===== src/hdl/cmm_pkg.sv =====
// ----------------------------------------------------------------------------
// cmm_pkg: shared types and constants
// Sizes, codes, handshake structs and helper functions of the confusion
// matrix metrics block.
// ----------------------------------------------------------------------------
package cmm_pkg;

  localparam int MAX_CLASSES = 16;
  localparam int COUNT_WIDTH = 32;
  localparam int CLS_W       = $clog2(MAX_CLASSES);
  localparam int ADDR_W      = 2 * CLS_W;
  localparam int DEPTH       = 2 ** ADDR_W;
  localparam int LBL_W       = 4;
  localparam int CFG_W       = 5;
  localparam int Q_W         = 17;
  localparam int Q_ONE       = 65536;
  localparam int FRAC_W      = 16;
  // quotient bits produced per division; every ratio here stays below 2^QB
  localparam int QB          = 18;
  localparam int DEN_W       = (COUNT_WIDTH > QB) ? COUNT_WIDTH : QB;
  localparam int DIV_W       = (COUNT_WIDTH + FRAC_W > 35) ? COUNT_WIDTH + FRAC_W : 35;
  localparam int OUT_W       = 32;
  localparam int EXT_W       = (COUNT_WIDTH > OUT_W) ? COUNT_WIDTH : OUT_W;
  localparam int CLASSES_RST = 16;

  typedef logic [COUNT_WIDTH-1:0] count_t;
  typedef logic [Q_W-1:0]         q16_t;

  typedef enum logic [1:0] {
    MODE_RECORD = 2'd0,
    MODE_QUERY  = 2'd1,
    MODE_CELL   = 2'd2,
    MODE_NONE   = 2'd3
  } mode_e;

  typedef struct packed {
    logic               start;
    logic [DIV_W-1:0]   dividend;
    logic [DEN_W-1:0]   divisor;
  } div_req_t;

  typedef struct packed {
    logic done;
    q16_t quotient;
  } div_rsp_t;

  function automatic count_t sat_inc(count_t v);
    return (v == '1) ? v : v + count_t'(1);
  endfunction

  function automatic logic [OUT_W-1:0] out32(count_t v);
    logic [EXT_W-1:0] e;
    e = EXT_W'(v);
    if (e > EXT_W'(32'hFFFF_FFFF)) return 32'hFFFF_FFFF;
    return e[OUT_W-1:0];
  endfunction

  function automatic logic label_ok(logic [LBL_W-1:0] label, logic [CFG_W-1:0] limit);
    return (CFG_W'(label) < limit) && (int'(label) < MAX_CLASSES);
  endfunction

  function automatic logic [ADDR_W-1:0] cell_addr(logic [LBL_W-1:0] row,
                                                  logic [LBL_W-1:0] col);
    return {CLS_W'(row), CLS_W'(col)};
  endfunction

endpackage


===== src/hdl/cmm_divider.sv =====
// ----------------------------------------------------------------------------
// cmm_divider: shared radix-2 restoring divider
// Produces an QB-bit quotient one bit per cycle and clamps it to 1.0 in Q1.16.
// ----------------------------------------------------------------------------
module cmm_divider (
  input  logic              clk_i,
  input  logic              rst_ni,
  input  cmm_pkg::div_req_t req_i,
  output cmm_pkg::div_rsp_t rsp_o
);

  localparam int CNT_W = $clog2(cmm_pkg::QB + 1);

  logic [cmm_pkg::DEN_W-1:0] rem_q;
  logic [cmm_pkg::DEN_W-1:0] den_q;
  logic [cmm_pkg::QB-1:0]    low_q;
  logic [cmm_pkg::QB-1:0]    quo_q;
  logic [CNT_W-1:0]          cnt_q;
  logic                      done_q;
  logic [cmm_pkg::DEN_W:0]   trial;
  logic                      fits;

  // trial subtract of the shifted remainder
  assign trial = {rem_q, low_q[cmm_pkg::QB-1]};
  assign fits  = trial >= {1'b0, den_q};

  // load on start, then retire one quotient bit per cycle
  always_ff @(posedge clk_i or negedge rst_ni) begin
    if (!rst_ni) begin
      cnt_q  <= '0;
      done_q <= 1'b0;
    end else begin
      done_q <= 1'b0;
      if (req_i.start) begin
        cnt_q <= CNT_W'(cmm_pkg::QB);
      end else if (cnt_q != '0) begin
        cnt_q <= cnt_q - CNT_W'(1);
        if (cnt_q == CNT_W'(1)) done_q <= 1'b1;
      end
    end
  end

  always_ff @(posedge clk_i) begin
    if (req_i.start) begin
      rem_q <= cmm_pkg::DEN_W'(req_i.dividend[cmm_pkg::DIV_W-1:cmm_pkg::QB]);
      low_q <= req_i.dividend[cmm_pkg::QB-1:0];
      den_q <= req_i.divisor;
      quo_q <= '0;
    end else if (cnt_q != '0) begin
      rem_q <= fits ? cmm_pkg::DEN_W'(trial - {1'b0, den_q}) : trial[cmm_pkg::DEN_W-1:0];
      low_q <= {low_q[cmm_pkg::QB-2:0], 1'b0};
      quo_q <= {quo_q[cmm_pkg::QB-2:0], fits};
    end
  end

  assign rsp_o.done     = done_q;
  assign rsp_o.quotient = (quo_q > cmm_pkg::QB'(cmm_pkg::Q_ONE)) ?
                          cmm_pkg::Q_W'(cmm_pkg::Q_ONE) : quo_q[cmm_pkg::Q_W-1:0];

endmodule


===== config.mk =====
export PLATFORM = sky130hd
export DESIGN_NAME = cmm_divider
export DESIGN_NICKNAME = d
export VERILOG_FILES = /design/src/hdl/cmm_pkg.sv /design/src/hdl/cmm_divider.sv
export SDC_FILE = /design/constraint.sdc
export NUM_CORES = 1
export LEC_CHECK = 0
export BUFFER_PORTS_ARGS = -buffer_cell sky130_fd_sc_hd__buf_4
export CORE_UTILIZATION = 57
export CTS_BUF_LIST = sky130_fd_sc_hd__clkbuf_16
export DETAILED_ROUTE_END_ITERATION = 8
export GPL_ROUTABILITY_DRIVEN = 1
export GPL_TIMING_DRIVEN = 0
export PLACE_DENSITY = 0.91
export SYNTH_ARGS = -nofsm -noshare
export SYNTH_HDL_FRONTEND = slang
export SYNTH_SLANG_ARGS = --single-unit

===== constraint.sdc =====
create_clock -name clk_i -period 3.25 [get_ports clk_i]
set_input_delay 0.4875 -clock clk_i [delete_from_list [all_inputs] [get_ports clk_i]]
set_output_delay 0.4875 -clock clk_i [all_outputs]
set_load 0.1 [all_outputs]

==> results list <==
- The flow ran to the end, and the final reports show no timing, DRC or antenna violations.
- Measured along the y axis, the die boundary spans 106 µm.
- Met3 usage: 5.15%
* Maximum number of pins on one net before global-route repair: 35
- On the worst path, the slowest cell contributes a delay of 430 ps.
- Global route hottest layer: met2
- Relative to the synthesized area, the layout overhead comes to 24.8%.
- The die covers 0.0112 mm².
- Synthesis produced a netlist with a net count of 716.
- The number of antenna diodes in the final layout is 0.
- Total wire length: 15700 µm
- The worst setup path is captured at a flip-flop.
* Library cell contributing the largest single delay on the critical path: sky130_fd_sc_hd__edfxtp_1
* Clock period minus final worst setup slack: 3180 ps
- The final-report hold violation count came to 0.
* Post-route clock period utilization: 97.8%
- After clock tree synthesis, the clock-pin slew on the worst setup and hold paths is 70 ps.
* Gate count after technology mapping: 597
- The first global-routing pass estimated 24700 µm of wire.
- DRC violations left: 0
- Critical R2R Launch: rem_q[23]$_DFFE_PP_
* Dominant synthesized flop cell: sky130_fd_sc_hd__edfxtp_1
- Port-buffer cells: 100
- Sorting the synthesized cells by area gives the leading types as sky130_fd_sc_hd__edfxtp_1 39%, sky130_fd_sc_hd__ha_1 7.1%, sky130_fd_sc_hd__dfxtp_1 6.5%, sky130_fd_sc_hd__nand2_1 4.4%, sky130_fd_sc_hd__mux2_2 3.5%.
- # H-tree levels: 3
- Worst voltage drop across the vdd grid: 0.447 mV
- In the global route stage, met1 resource usage came out at 34.7%.
* Initial cell density of the core: 59.2%
* Hold wc startpoint: req_i[0]
- The most common cell in the synthesized netlist is sky130_fd_sc_hd__edfxtp_1.
- Clock skew: 13.0 ps
* Number of buffers created by CTS: 9
- Counting the fill cells in the layout gives 713.
* Number of DRC markers in iteration 0: 389
* M2 GR Usage: 48.2%
- Counting flops and latches in the post-synthesis netlist gives 106.
- Clk Latency, worst-skew pair: 360 ps
- Max-cap violations in this run came to 0.
- After synthesis, the mean cell area works out to 10.3 µm².
- In this run the horizontal extent of the chip is 106 µm.
* Total routing usage reported by global routing: 28.2%
* Initial antenna violation count: 0
- Remaining number of nets flagged by the antenna check after routing: 0
- At the pin with the least slew margin, the transition time is 631 ps.
- Required arrival time at the worst endpoint: 3340 ps
- In the final routed layout, each cell accounts on average for 18.2 µm.
* Total via count after detailed routing: 5188
- Timing would allow up to 315 MHz.
* Number of distinct standard cells referenced by the synthesized netlist: 62
* Mapped Area: 0.00617 mm²
- During synthesis, Yosys emitted a total of 0 warnings.
- Layout Nets: 842
- Placed cell count: 834
- The commonest cells after synthesis are 80 x sky130_fd_sc_hd__edfxtp_1, 73 x sky130_fd_sc_hd__nand2_1, 43 x sky130_fd_sc_hd__inv_1.
- Summing the sequential cell areas from Yosys gives 47.9% of the chip area.
- The synthesized design contains 80 enable-type register cells.
* Deepest clock path buffer count: 2
* GP Congestion: 0.913
* Clock tree from TritonCTS: built
* Fin cells: 864
- The critical path in this run is classified as reg2reg.
- At the worst endpoint, the arrival time is 3260 ps.
- In this run the standard cell core region covers 0.0104 mm².
- Power spread over the standard cell area amounts to 852 mW/mm².
- Traced cell by cell, the critical path runs through ha_4 -> a21o_1 -> a31o_1 -> a311o_1 -> o21bai_2 -> a211oi_2 -> nor2_2 -> a21oi_2 -> buf_6 -> buf_12 -> mux2i_2 -> o21ai_0.
* Crit path from: rem_q[23]$_DFFE_PP_
* Worst hold slack: 300 ps
- The via count of the first global-routing pass was 5310.
- CTS root buf: sky130_fd_sc_hd__clkbuf_16
- Maximum fanout count along the critical path: 9
- Grt total ovfl: 0
- Ys async rst share: 5.66%
* Layout cells sized above 1: 26.0%
- HPWL after detailed placement: 11200 µm
* Avg Vias per Cell: 6.00
- Final slew viol count: 0
- The biggest area contributor in the post-synthesis netlist is sky130_fd_sc_hd__edfxtp_1.
- Count of TritonRoute iterations in the first routing pass: 7
* Yosys top cell area share: 38.9%
- IO Pins: 101
- The tree built by TritonCTS fans out to 106 sinks.
- Setup violations, final: 0
- Count of standard-cell rows: 37
* Path class of the lowest-slack min-delay path: in2reg
* Startpoint class of the critical path: flip-flop
- Tightest slew margin relative to the limit: 57.9%
* Static Leakage: 3.34 nW
[stage by stage]
stage	instance area, µm²	worst slack, ps	utilization [%]	TNS, ps	power [W]
after global placement	7090	-600	68.1	-28860	0.00480
after global routing	7700	-49.0	73.9	-305	0.00691
final	7700	71.4	73.9	0	0.00656
after floorplan	6170	275	-	0	0.00420
after detailed placement	7110	-96.3	68.3	-929	0.00490
after CTS	7510	0.681	72.1	0	0.00620
[cell usage in the layout, fill, tap and decap left out, types with 19 or more instances in the layout]
cell,synthesis,routed
sky130_fd_sc_hd__inv_1,43,43
sky130_fd_sc_hd__nand3_1,26,26
sky130_fd_sc_hd__buf_4,2,115
sky130_fd_sc_hd__nand2_1,73,72
sky130_fd_sc_hd__mux2_2,19,19
sky130_fd_sc_hd__a21oi_1,39,33
sky130_fd_sc_hd__and2_1,20,20
sky130_fd_sc_hd__dfxtp_1,20,20
sky130_fd_sc_hd__nor2_1,27,25
sky130_fd_sc_hd__ha_1,35,32
sky130_fd_sc_hd__edfxtp_1,80,80
[power by group]
part	internal [W]	switching (W)
Sequential	0.00181	0.000179
Combinational	0.00150	0.00191
Clock	0.000668	0.000494
Total	0.00399	0.00258
[path summary, 6_finish.rpt]
| kind | endpoint | slack [ps] | depth (start not counted) |
|---|---|---|---|
| max | rem_q[2]$_DFFE_PP_ | 70 | 12 |
| min | den_q[0]$_DFFE_PP_ | 300 | 1 |
| max reg2reg | rem_q[2]$_DFFE_PP_ | 70 | 12 |
| min reg2reg | quo_q[17]$_SDFFE_PP0P_ | 480 | 2 |
| max in group asynchronous | cnt_q[3]$_DFFE_PN0P_ | 2670 | 2 |
| min in group asynchronous | cnt_q[1]$_DFFE_PN0P_ | 470 | 2 |
[registers in the layout (all words and copies together) (netlist names)]
| register | cells |
|---|---|
| den_q | 32 |
| rem_q | 32 |
| low_q | 18 |
| cnt_q | 5 |
| quo_q | 18 |
| done_q | 1 |
[metal layers]
layer  up-vias  wire, µm
met5         -         0
met1      2502      6460
li1       2444         -
met2       210      7780
met3        32      1010
met4         0       440
[final cells by class]
| type | count | area (µm²) | share of cell area [%] |
|---|---|---|---|
| Buffer | 30 | 171 | 2.23 |
| Clock buffer | 9 | 225 | 2.92 |
| Clock inverter | 7 | 83.8 | 1.09 |
| Inverter | 43 | 161 | 2.10 |
| Multi-Input combinational cell | 418 | 3060 | 39.7 |
| Sequential cell | 106 | 2950 | 38.3 |
| Tap cell | 136 | 170 | 2.21 |
| Timing Repair Buffer | 115 | 878 | 11.4 |
[worst max-delay path, delay by kind of cell, from the launching register on]
| kind | cells | cell delay, ps |
|---|---|---|
| compound gates | 7 | 1560 |
| flops | 1 | 430 |
| buf+inv | 2 | 300 |
| fa+ha+maj | 1 | 270 |
| mux | 1 | 240 |
| simple gates | 1 | 100 |
[kinds of logic after synthesis]
group	Yosys count	share of synthesized area, %
xor+xnor	31	4.40
flops	106	47.9
compound gates	137	16.1
buf+inv	73	5.09
mux	26	4.60
simple gates	188	14.5
fa+ha+maj	36	7.42
[timing repair]
action                                  CTS  global route
gates cloned                              0             0
pin swaps                                 5            15
endpoints found under the setup margin   28            63
hold buffers                              1             0
setup buffers                             4             9
gates resized for setup                   8            28
hold endpoints to repair                  6             0
No activity file was read; power rests on OpenSTA's default activity.
